### src/rtl/rmsq_pkg.sv
// Package for the RMS normalization block: payload types, register map, sizes.
// No dependencies.
package rmsq_pkg;

  localparam int MaxRowDefault = 64;

  typedef struct packed {
    logic signed [15:0] sample;
    logic signed [15:0] gain;
  } in_beat_t;

  typedef struct packed {
    logic signed [15:0] norm_value;
    logic [7:0]         code;
    logic               last;
  } out_beat_t;

  localparam logic [2:0] RegRowLength  = 3'd0;
  localparam logic [2:0] RegEpsilon    = 3'd1;
  localparam logic [2:0] RegQuantEn    = 3'd2;
  localparam logic [2:0] RegInvScale   = 3'd3;
  localparam logic [2:0] RegZeroOffset = 3'd4;

  typedef struct packed {
    logic [6:0]        row_length;
    logic [31:0]       epsilon;
    logic              quant_enable;
    logic [23:0]       inv_scale;
    logic signed [8:0] zero_offset;
  } cfg_t;

  // Controller to datapath commands.
  typedef struct packed {
    logic clear;      // Reset accumulator and count.
    logic accum;      // Store and accumulate an input beat.
    logic div_start;  // Begin mean division.
    logic div_step;
    logic m_load;     // Form mean plus epsilon and the 2^64-1 dividend.
    logic q_step;     // Reciprocal division step.
    logic sq_load;
    logic sq_step;
    logic rd;         // Read one buffered element.
    logic mul1;       // First product stage.
    logic mul2;       // Product by r, split in parts.
    logic mul3;
    logic quant;      // Quantization product.
    logic emit;       // Load output register.
  } cmd_t;

  typedef struct packed {
    logic row_done;   // Row will close with the beat being accepted.
    logic last_elem;  // Read pointer is at the last element.
  } sts_t;

endpackage

### src/rtl/rmsq_ctrl.sv
// Controller state machine sequencing accumulate, rsqrt and emit phases.
// Depends on rmsq_pkg.
module rmsq_ctrl (
  input  logic           clk,
  input  logic           rst_n,
  input  logic           in_valid,
  output logic           in_stall,
  output logic           out_valid,
  input  logic           out_stall,
  input  rmsq_pkg::sts_t sts,
  output rmsq_pkg::cmd_t cmd
);

  typedef enum logic [6:0] {
    S_ACC  = 7'b0000001,
    S_DIV  = 7'b0000010,
    S_RCP  = 7'b0000100,
    S_SQRT = 7'b0001000,
    S_RD   = 7'b0010000,
    S_PIPE = 7'b0100000,
    S_OUT  = 7'b1000000
  } state_t;

  state_t state_r, state_nxt;
  logic [6:0] cnt_r, cnt_nxt;
  logic       lastrd_r, lastrd_nxt;
  logic       ov_r, ov_nxt;
  logic       acc;

  assign in_stall  = (state_r != S_ACC);
  assign out_valid = ov_r;
  assign acc       = in_valid && (state_r == S_ACC);

  always_comb begin
    state_nxt  = state_r;
    cnt_nxt    = cnt_r;
    lastrd_nxt = lastrd_r;
    ov_nxt     = ov_r && out_stall;
    cmd        = '0;
    cmd.accum  = acc;
    unique case (state_r)
      S_ACC: begin
        if (acc && sts.row_done) begin
          state_nxt = S_DIV;
          cnt_nxt   = '0;
        end
      end
      S_DIV: begin
        if (cnt_r == 7'd0) begin
          cmd.div_start = 1'b1;
          cnt_nxt = 7'd1;
        end else if (cnt_r <= 7'd64) begin
          cmd.div_step = 1'b1;
          cnt_nxt = cnt_r + 7'd1;
        end else begin
          cmd.m_load = 1'b1;
          cnt_nxt    = '0;
          state_nxt  = S_RCP;
        end
      end
      S_RCP: begin
        cmd.q_step = 1'b1;
        cnt_nxt = cnt_r + 7'd1;
        if (cnt_r == 7'd63) begin
          cnt_nxt   = '0;
          state_nxt = S_SQRT;
        end
      end
      S_SQRT: begin
        if (cnt_r == 7'd0) begin
          cmd.sq_load = 1'b1;
        end else begin
          cmd.sq_step = 1'b1;
        end
        cnt_nxt = cnt_r + 7'd1;
        if (cnt_r == 7'd32) begin
          state_nxt = S_RD;
        end
      end
      S_RD: begin
        cmd.rd     = 1'b1;
        lastrd_nxt = sts.last_elem;
        cnt_nxt    = '0;
        state_nxt  = S_PIPE;
      end
      S_PIPE: begin
        cnt_nxt = cnt_r + 7'd1;
        unique case (cnt_r)
          7'd0: cmd.mul1 = 1'b1;
          7'd1: cmd.mul2 = 1'b1;
          7'd2: cmd.mul3 = 1'b1;
          default: begin
            cmd.quant = 1'b1;
            state_nxt = S_OUT;
          end
        endcase
      end
      S_OUT: begin
        if (!ov_r || !out_stall) begin
          cmd.emit  = 1'b1;
          cmd.clear = lastrd_r;
          ov_nxt    = 1'b1;
          state_nxt = lastrd_r ? S_ACC : S_RD;
        end
      end
      default: state_nxt = S_ACC;
    endcase
  end

  always_ff @(posedge clk) begin
    if (!rst_n) begin
      state_r  <= S_ACC;
      cnt_r    <= '0;
      lastrd_r <= 1'b0;
      ov_r     <= 1'b0;
    end else begin
      state_r  <= state_nxt;
      cnt_r    <= cnt_nxt;
      lastrd_r <= lastrd_nxt;
      ov_r     <= ov_nxt;
    end
  end

endmodule

### config.mk
export PLATFORM = sky130hd
export DESIGN_NAME = rmsq_ctrl
export DESIGN_NICKNAME = d
export VERILOG_FILES = /design/src/rtl/rmsq_pkg.sv /design/src/rtl/rmsq_ctrl.sv
export SDC_FILE = /design/constraint.sdc
export NUM_CORES = 1
export LEC_CHECK = 0
export CAP_MARGIN = 0
export CORE_ASPECT_RATIO = 1.1
export CORE_MARGIN = 5
export CORE_UTILIZATION = 30
export DETAILED_ROUTE_END_ITERATION = 10
export DONT_BUFFER_PORTS = 1
export GPL_TIMING_DRIVEN = 0
export PLACE_DENSITY_LB_ADDON = 0.2
export SYNTH_ARGS = -nofsm -noshare
export SYNTH_HDL_FRONTEND = slang
export SYNTH_SLANG_ARGS = --single-unit
export TNS_END_PERCENT = 100
### constraint.sdc
create_clock -name clk -period 5.6 [get_ports clk]
set_input_delay 0.84 -clock clk [delete_from_list [all_inputs] [get_ports clk]]
set_output_delay 0.84 -clock clk [all_outputs]
set_load 0.02 [all_outputs]
After elaboration in Yosys (flattened, before gate mapping)
Index checks and enable logic that the tools add are counted.
{ "word_totals": {"reg_bits": 16, "inputBits": 6, "wordCells": 70, "out_inout_bits": 16} }
{ "classes": {"add_sub_neg": 1, "eq_ne": 19, "n_mux": 33, "n_reduce_logical": 12, "magnitude_cmp": 1} }
{ "ops": {"columns": ["cell", "count"], "rows": [
  ["7-bit 2-to-1 mux", 11],
  ["7-bit case mux with 7 select lines", 1],
  ["7-bit case mux with 5 select lines", 1],
  ["7-bit by 6-bit == test with 1-bit output (second input constant)", 3],
  ["1-bit 2-to-1 mux", 15],
  ["7-bit by 1-bit == test with 1-bit output (second input constant)", 2],
  ["7-bit by 2-bit == test with 1-bit output (second input constant)", 2],
  ["2-bit != test (second input constant)", 6],
  ["7-bit by 1-bit adder with 7-bit output (second input constant)", 1],
  ["7-bit by 3-bit == test with 1-bit output (second input constant)", 1],
  ["7-bit by 4-bit == test with 1-bit output (second input constant)", 1],
  ["7-bit by 5-bit == test with 1-bit output (second input constant)", 1],
  ["7-bit == test (second input constant)", 1],
  ["7-bit <= comparator (second input constant)", 1],
  ["7-bit logical NOT", 1],
  ["7-bit by 1-bit != test with 1-bit output (second input constant)", 1],
  ["7-bit AND reduction", 1],
  ["5-bit 2-to-1 mux", 1],
  ["5-bit nonzero test", 1],
  ["2-bit 2-to-1 mux", 2],
  ["4-bit 2-to-1 mux", 1],
  ["1-bit logical AND", 3],
  ["3-bit 2-to-1 mux", 1],
  ["3-bit OR reduction", 1],
  ["5 further kinds", 6]
]} }

Logic depth before layout (Yosys ltp)
Gate-level depths: netlist of run 1.
{ "depth": {"ltp_word": 5, "ltp_mapped": 7, "mapped_depth_nobuf": 7} }

Worst setup path before layout of run 1
No wires, ideal clock.
{ "synth_path": {"kind": "register to output", "from": "register state_r[2]", "to": "output cmd[13] in the netlist's numbering", "t_required_ps": 4760, "path_buffers": 1, "arrival_time_ps": 1958, "stages_incl_launch_ff": 7, "slack_ps": 2802, "path_cell_list": "dfxtp_1 > clkbuf_1 > or4_4 > nor2_1 > nand3_1 > a21oi_1 > and2_1"} }
{ "synth_lines": {"columns": ["item", "line", "rtl"], "rows": [
  ["from (decl)", "rmsq_ctrl.sv:24", "state_t state_r, state_nxt;"],
  ["from (signal assigned)", "rmsq_ctrl.sv:117", "state_r <= state_nxt;"],
  ["to (decl)", "rmsq_ctrl.sv:11", "output rmsq_pkg::cmd_t cmd"]
]} }

==> results of run 1 <==
==> cell usage in the layout (no fill, tap or decap), drive strengths merged, types with 2 or more instances in the layout <==
cell type and instances:
ha 4, a31oi 2, dfxtp 16, or2 2, a21oi 6, nand2b 3, a211oi 3, nand2 9
o31ai 2, nor2 15, inv 6, clkbuf 8, o221ai 2, buf 8, nand3b 2, nor4b 4
o21a 2, o21ai 5, or4 3, and3 3, o211ai 3, nor2b 3, a21boi 2, nand3 11
xnor2 2, nor4 2, or3 4, o311ai 2, nor3 4, and2 8
==> flip-flops by register name (all words and copies together) (netlist names) <==
name       flops
cnt_r          7
state_r        7
lastrd_r       1
out_valid      1
==> layout make-up <==
| class | instances | area share (%) |
|---|---|---|
| multi-input combinational | 122 | 62.3 |
| sequential | 16 | 23.4 |
| buffer | 13 | 4.93 |
| tap | 52 | 4.75 |
| clock buffer | 3 | 3.01 |
| inverter | 6 | 1.64 |
==> kinds of logic after synthesis <==
logic type      Yosys count  synth area share [%]
simple gates             76                  36.7
compound gates           39                  24.7
buf+inv                  19                  7.13
flops                    16                  25.3
fa+ha+maj                 4                  3.96
xor+xnor                  2                  1.39
mux                       1                 0.792
==> worst max-delay path: stages, from the launching register on <==
cell	delay, ns
dfxtp_1	0.30
clkbuf_1	0.18
or4_4	0.58
nor2_1	0.21
nand3_1	0.18
a21oi_1	0.43
and2_1	0.32
==> metal layers <==
layer	global-route usage, %	part of all wire, %	up-vias	wire, um
li1	-	-	586	-
met1	17.0	48	594	1610
met2	18.8	46	18	1550
met3	2.94	4.6	5	155
met4	5.08	1.4	0	46
met5	0	0	-	0
==> power by group through the flow <==
| stage | clock network, mW | registers [mW] | logic, mW |
|---|---|---|---|
| 2_1_floorplan | 0 | 0.126 | 0.0805 |
| 3_3_place_gp | 0 | 0.127 | 0.100 |
| 3_5_place_dp | 0 | 0.128 | 0.102 |
| 4_1_cts | 0.0915 | 0.125 | 0.101 |
| 5_1_grt | 0.0961 | 0.126 | 0.111 |
| 6_report | 0.0889 | 0.125 | 0.102 |
==> through the flow <==
| step | power, mW | hold WS, ns | setup slack [ns] | cell area [um^2] | cells |
|---|---|---|---|---|---|
| after floorplan | 0.206 | 0.476 | 2.80 | 1260 | 157 |
| after global placement | 0.227 | 0.500 | 2.62 | 1330 | 209 |
| after detailed placement | 0.229 | 0.510 | 2.61 | 1330 | 209 |
| after CTS | 0.318 | 0.521 | 2.32 | 1370 | 212 |
| after global routing | 0.334 | 0.568 | 2.26 | 1370 | 212 |
| final | 0.316 | 0.518 | 2.32 | 1370 | 212 |
==> worst paths after layout <==
path,start,to,slack [ns],cells past startpoint
worst min-delay path,cnt_r[1],cnt_r[1],0.52,2
worst max register to register,cnt_r[0],cnt_r[2],3.23,7
worst min register to register,cnt_r[1],cnt_r[1],0.52,2
worst max-delay path,state_r[2],cmd[13],2.32,6
==> impl_metrics.toml, run 1 <==
[routing]
drcViolationCount = 0
vias = 1203
wl_per_cell_um = 15.9
viasPerCell = 5.67
drtIter0Drc = 33
detail-route-antenna-nets = 0
routed_wl_um = 3360
first_pass_iters = 4

[hold_path]
hp-class = "flop to flop"

[power]
p_sw_mw = 0.115
p_comb_share_pct = 32.2
power.density_nw_per_um2 = 231
p_leak_nw = 0.491
ir_worst_vdd_uv = 120
p_int_mw = 0.201
p_clk_share_pct = 28.1
switching_share_pct = 36.4
pwr-share-seq_pct = 39.6

[sta]
tightestPinTransition_ns = 1.13
period_share_pct = 58.6
setup_viol = 0
fin_setup_tns_ns = 0
hold_viol = 0
period_needed_ns = 3.28
skew_ns = 0.00198
final_max_slew_viol_count = 0
relSlewSlack_pct = 23.7
rsz0062_at_grt = "no"
max_freq_ghz = 0.305

[cts]
clock-sinks = 16
clock_latency_ns = 0.25
clock_path_buffers = 2
cts_resized = 0
cts.hold.buffers_added = 0
htreeDepth = 1
root_buffer = "clkbuf_8"
clk_pin_slew_ns = 0.06
cts_buffers = 3
cts_tree = "yes"
post_cts_buffers = 0

[logic_synthesis]
synth_area_leader_cell = "dfxtp_1"
synthCells = 157
synth.avg_cell_area_um2 = 8.05
yosysWarnings = 0
yosysSeqAreaShare_pct = 25.3
ys_types = 53
synth_most_common_cell = "dfxtp_1"
ys_top_cells_by_count = "16 x dfxtp_1, 14 x nor2_1, 10 x nand3_1"
syn_nets = 167
syn-cell-area_um2 = 1260
synth.area.top_cells = "dfxtp_1 25%, nor2_1 4.2%, and2_1 4.0%"
synthFlopType = "dfxtp_1"
yosys_register_bits = 16
synth_top_area_share_pct = 25.3
async_flop_share_pct = 0
synth-edff-count = 0

[placement]
port_buffers = 0
detailed_place_hpwl_um = 2520
gp_congestion = 0.807

[grt]
grt_start_max_net_pins = 11
track_usage_pct = 12.5
grt_remaining_overflow = 0
grt_antenna_before_repair = 0
grt_pass1_vias = 1143
grt_pass1_wl_um = 5680

[flow_run]
maxCapViolCount = 0

[final_layout]
syn_to_final_growth_pct = 8.42
regArea_um2 = 320
fillers = 443
multi_input_area_um2 = 853
nNetsFinal = 172
layout-drive-gt1-share_pct = 14.4
final_core_util_pct = 34.0
antenna_cells = 0

[worst_setup_path]
crit_type = "flop to output pin"
cp_max_fo = 8
start_kind = "flop"
cp_data_required_time_ns = 4.76
critPathArrivalTime_ns = 2.44
end_kind = "output pin"

[die]
die_h_um = 78.1
start_util_pct = 31.4
core_area_um2 = 4020
die_w_um = 71.9
io_pins = 22
fp.dieArea_um2 = 5610
rows = 24

[status]
status = "finished clean"
(Power assumes the default switching activity.)
==> run 2: changes to the inputs <==
==> constraint.sdc (replaced) <==
create_clock -name clk -period 2.9 [get_ports clk]
set_input_delay 0.435 -clock clk [delete_from_list [all_inputs] [get_ports clk]]
set_output_delay 0.435 -clock clk [all_outputs]
set_load 0.02 [all_outputs]
==> impl_metrics.toml, run 2 (synthesis results as in run 1) <==
[sta]
fin_ws_ns = 0.176
max_freq_ghz = 0.367
tightestPinTransition_ns = 1.13
hold_viol = 0
fin_hold_ws_ns = 0.363
period_share_pct = 93.9
setup_viol = 0
skew_ns = 0.00198
final_max_slew_viol_count = 0
fin_setup_tns_ns = 0
relSlewSlack_pct = 23.8
period_needed_ns = 2.72
rsz0062_at_grt = "no"

[worst_setup_path]
cp_data_required_time_ns = 2.47
reg2reg_to = "cnt_r[2]"
end_kind = "output pin"
cpMaxStageDelayCell = "or4_4"
start_kind = "flop"
cp_max_fo = 8
worst-path-buf-inv = 1
crit_family = "simple AND/OR/NAND/NOR gates"
critPathArrivalTime_ns = 2.29
r2r_cells = 7
crit_type = "flop to output pin"
path_cells = "clkbuf_1 -> or4_4 -> nor2_1 -> nand3_1 -> a21oi_2 -> and2_1"
rrSetupSlack_ns = 0.53
timing.rr.start = "cnt_r[0]"
slowest_delay_ns = 0.58

[power]
pwr-share-seq_pct = 39.7
p_clk_share_pct = 28.1
switching_share_pct = 36.4
p_sw_mw = 0.222
p_leak_nw = 0.491
ir_worst_vdd_uv = 231
p_int_mw = 0.388
power.density_nw_per_um2 = 444
p_comb_share_pct = 32.2
p_total_mw = 0.610

[die]
die_h_um = 78.1
start_util_pct = 31.4
io_pins = 22
core_area_um2 = 4020
die_w_um = 71.9
rows = 24
fp.dieArea_um2 = 5610

[cts]
htreeDepth = 1
cts_tree = "yes"
root_buffer = "clkbuf_8"
clock_path_buffers = 2
cts_buffers = 3
clock-sinks = 16
clock_latency_ns = 0.25
cts.hold.buffers_added = 0
clk_pin_slew_ns = 0.06

[routing]
detail-route-antenna-nets = 0
drtIter0Drc = 36
drcViolationCount = 0
viasPerCell = 5.68
vias = 1204
first_pass_iters = 4
wl_per_cell_um = 15.8
routed_wl_um = 3360
wl_met1_um = 1580
met3RoutedLength_um = 164
highest_layer = "met4"
wl_met2_um = 1570

[grt]
grt_start_max_net_pins = 11
grt_antenna_before_repair = 0
grt_pass1_wl_um = 5680
grt_remaining_overflow = 0
grt_pass1_vias = 1143
track_usage_pct = 12.5

[placement]
detailed_place_hpwl_um = 2520
detailedPlace.worstSlack_ns = 0.311
post_dp_cell_area_um2 = 1330
dp_cells = 209
gp_congestion = 0.807
port_buffers = 0

[hold_path]
min_path_cells = 2
worstHoldStart = "sts[0]"
hp-class = "primary input to flop"
whs_endpoint = "lastrd_r"

[flow_run]
maxCapViolCount = 0

[final_layout]
fin_cells = 212
final_core_util_pct = 34.1
nNetsFinal = 172
fillers = 444
antenna_cells = 0
final_common_cell = "dfxtp_1"
reg_top3 = "cnt_r x7, state_r x7"
final_area_um2 = 1370
syn_to_final_growth_pct = 8.71
mostFrequentLayoutCells = "16 x dfxtp_1, 14 x nor2_1, 10 x nand3_1, 9 x nand2_1, 8 x and2_1"
layout-drive-gt1-share_pct = 15.0

[status]
status = "finished clean"
==> run 2: changes by cell type in the layout (fill, tap and decap cells not counted) <==
cell	delta
a21oi_2	+1
a21oi_1	-1
==> run 2: timing repair <==
item,4_1_cts,5_1_grt
setup endpoints to repair,0,1
gates resized for setup,0,1
buffers inserted,0,0
endpoints found under the hold margin,0,0
==> run 2: worst max-delay path by stage <==
stage	from	endpoint	cells after the start
after floorplan	state_r[2]	cmd[13]	6
after global placement	state_r[2]	cmd[13]	6
after detailed placement	state_r[2]	cmd[13]	6
after CTS	state_r[2]	cmd[13]	6
after global routing	state_r[2]	cmd[13]	6
final	state_r[2]	cmd[13]	6
==> run 2: metal layers <==
metal | up-vias | track usage (%)
met5 | - | 0
met4 | 0 | 5.08
met3 | 5 | 2.94
met2 | 23 | 18.8
met1 | 590 | 17.0
li1 | 586 | -
==> run 2: power groups by stage <==
stage	sequential [mW]	clock, mW	combinational [mW]
after floorplan	0.243	0	0.155
after global placement	0.246	0	0.194
after detailed placement	0.247	0	0.196
after CTS	0.242	0.177	0.196
after global routing	0.244	0.186	0.215
final	0.242	0.172	0.196
==> run 2: area by class of cell <==
class / count / area, um^2 / share of cell area [%]
plain buffers: 13 / 67.6 / 4.92
multi-input cells: 122 / 857 / 62.4
well taps: 52 / 65.1 / 4.74
inverters: 6 / 22.5 / 1.64
flip-flops and latches: 16 / 320 / 23.3
clock buffers: 3 / 41.3 / 3.01
==> run 2: worst register-to-register path, stage by stage, from the launching register on <==
cell and delay (ns):
dfxtp_1 0.35, inv_1 0.12, ha_1 0.31, nand2b_1 0.12
o41a_1 0.40, a211oi_4 0.54, o21ai_2 0.20, o311ai_2 0.24
==> run 3: changes to the inputs <==
--- a/config.mk
+++ b/config.mk
@@ -6,7 +6,7 @@
 export NUM_CORES = 1
 export LEC_CHECK = 0
 export CAP_MARGIN = 0
-export CORE_ASPECT_RATIO = 1.1
+export CORE_ASPECT_RATIO = 0.75
 export CORE_MARGIN = 5
 export CORE_UTILIZATION = 30
 export DETAILED_ROUTE_END_ITERATION = 10
==> impl_metrics.toml, run 3 (synthesis results as in run 1) <==
[die]
rows = 20
core_area_um2 = 4050
start_util_pct = 31.2
io_pins = 22
fp.dieArea_um2 = 5620
die_w_um = 84.9
die_h_um = 66.2

[final_layout]
nNetsFinal = 172
fin_cells = 215
antenna_cells = 0
regArea_um2 = 320
layout-drive-gt1-share_pct = 15.0
syn_to_final_growth_pct = 9.01
multi_input_area_um2 = 857
mostFrequentLayoutCells = "16 x dfxtp_1, 14 x nor2_1, 10 x nand3_1, 9 x nand2_1, 8 x and2_1"
final_area_um2 = 1380
reg_top3 = "cnt_r x7, state_r x7"
final_common_cell = "dfxtp_1"
fillers = 447

[cts]
root_buffer = "clkbuf_8"
clock_path_buffers = 2
htreeDepth = 1
clock-sinks = 16
cts.hold.buffers_added = 0
clock_latency_ns = 0.25
cts_tree = "yes"
clk_pin_slew_ns = 0.06
cts_buffers = 3

[placement]
port_buffers = 0
post_dp_cell_area_um2 = 1330
detailed_place_hpwl_um = 2570
dp_cells = 212
gp_congestion = 0.828
detailedPlace.worstSlack_ns = 0.316

[grt]
grt_antenna_before_repair = 0
grt_pass1_wl_um = 5400
track_usage_pct = 12.1
grt_start_max_net_pins = 11
grt_pass1_vias = 1092
grt_remaining_overflow = 0

[sta]
period_needed_ns = 2.68
fin_setup_tns_ns = 0
final_max_slew_viol_count = 0
fin_hold_ws_ns = 0.356
tightestPinTransition_ns = 1.05
max_freq_ghz = 0.373
setup_viol = 0
hold_viol = 0
period_share_pct = 92.5
rsz0062_at_grt = "no"
fin_ws_ns = 0.216
relSlewSlack_pct = 29.7
skew_ns = 0.00328

[routing]
viasPerCell = 5.50
wl_per_cell_um = 16.0
routed_wl_um = 3440
detail-route-antenna-nets = 0
drtIter0Drc = 126
first_pass_iters = 4
drcViolationCount = 0
vias = 1183

[worst_setup_path]
cp_max_fo = 8
critPathArrivalTime_ns = 2.25
end_kind = "output pin"
start_kind = "flop"
crit_type = "flop to output pin"
cp_data_required_time_ns = 2.47

[power]
power.density_nw_per_um2 = 443
ir_worst_vdd_uv = 205
p_leak_nw = 0.491

[flow_run]
maxCapViolCount = 0

[hold_path]
hp-class = "primary input to flop"

[status]
status = "finished clean"
[run 3: final cells by class]
cell class | instances | area share [%]
Sequential cell | 16 | 23.3
Buffer | 13 | 4.90
Tap cell | 55 | 5.00
Multi-Input combinational cell | 122 | 62.2
Inverter | 6 | 1.63
Clock buffer | 3 | 3.00
[run 3: final timing paths]
check	startpoint	to	slack, ns	cells after the start
min	out_stall	out_valid	0.36	2
min reg2reg	cnt_r[1]	cnt_r[1]	0.53	2
max	state_r[2]	cmd[13]	0.22	6
max reg2reg	cnt_r[0]	cnt_r[2]	0.51	7
[run 3: critical path: stages, from the launching register on]
cell,delay (ns)
dfxtp_1,0.30
clkbuf_1,0.18
or4_4,0.57
nor2_1,0.18
nand3_1,0.18
a21oi_2,0.30
and2_1,0.30
[run 3: report_power, final]
group          internal [mW]  total [mW]  leakage [nW]  switching [mW]
clock network         0.0922       0.171        0.0216          0.0785
registers              0.229       0.242         0.129          0.0131
logic                 0.0667       0.197         0.340           0.130
[run 3: stage by stage]
stage	util (%)	power, mW
floorplan	-	0.398
CTS	33.9	0.614
finish	34.0	0.610
global placement	32.9	0.438
global route	34.0	0.644
detailed placement	32.9	0.440
[run 3: layer usage]
metal | share of wire, % | wire length, um | vias up | track usage (%)
li1 | - | - | 588 | -
met1 | 48 | 1660 | 559 | 16.3
met2 | 44 | 1520 | 31 | 18.1
met3 | 6.5 | 223 | 5 | 3.36
met4 | 1.2 | 42 | 0 | 4.94
met5 | 0 | 0 | - | 0
[run 3: repair_timing]
item | in CTS | in global routing
setup endpoints to repair | 0 | 1
setup buffers | 0 | 0
resized for setup | 0 | 1
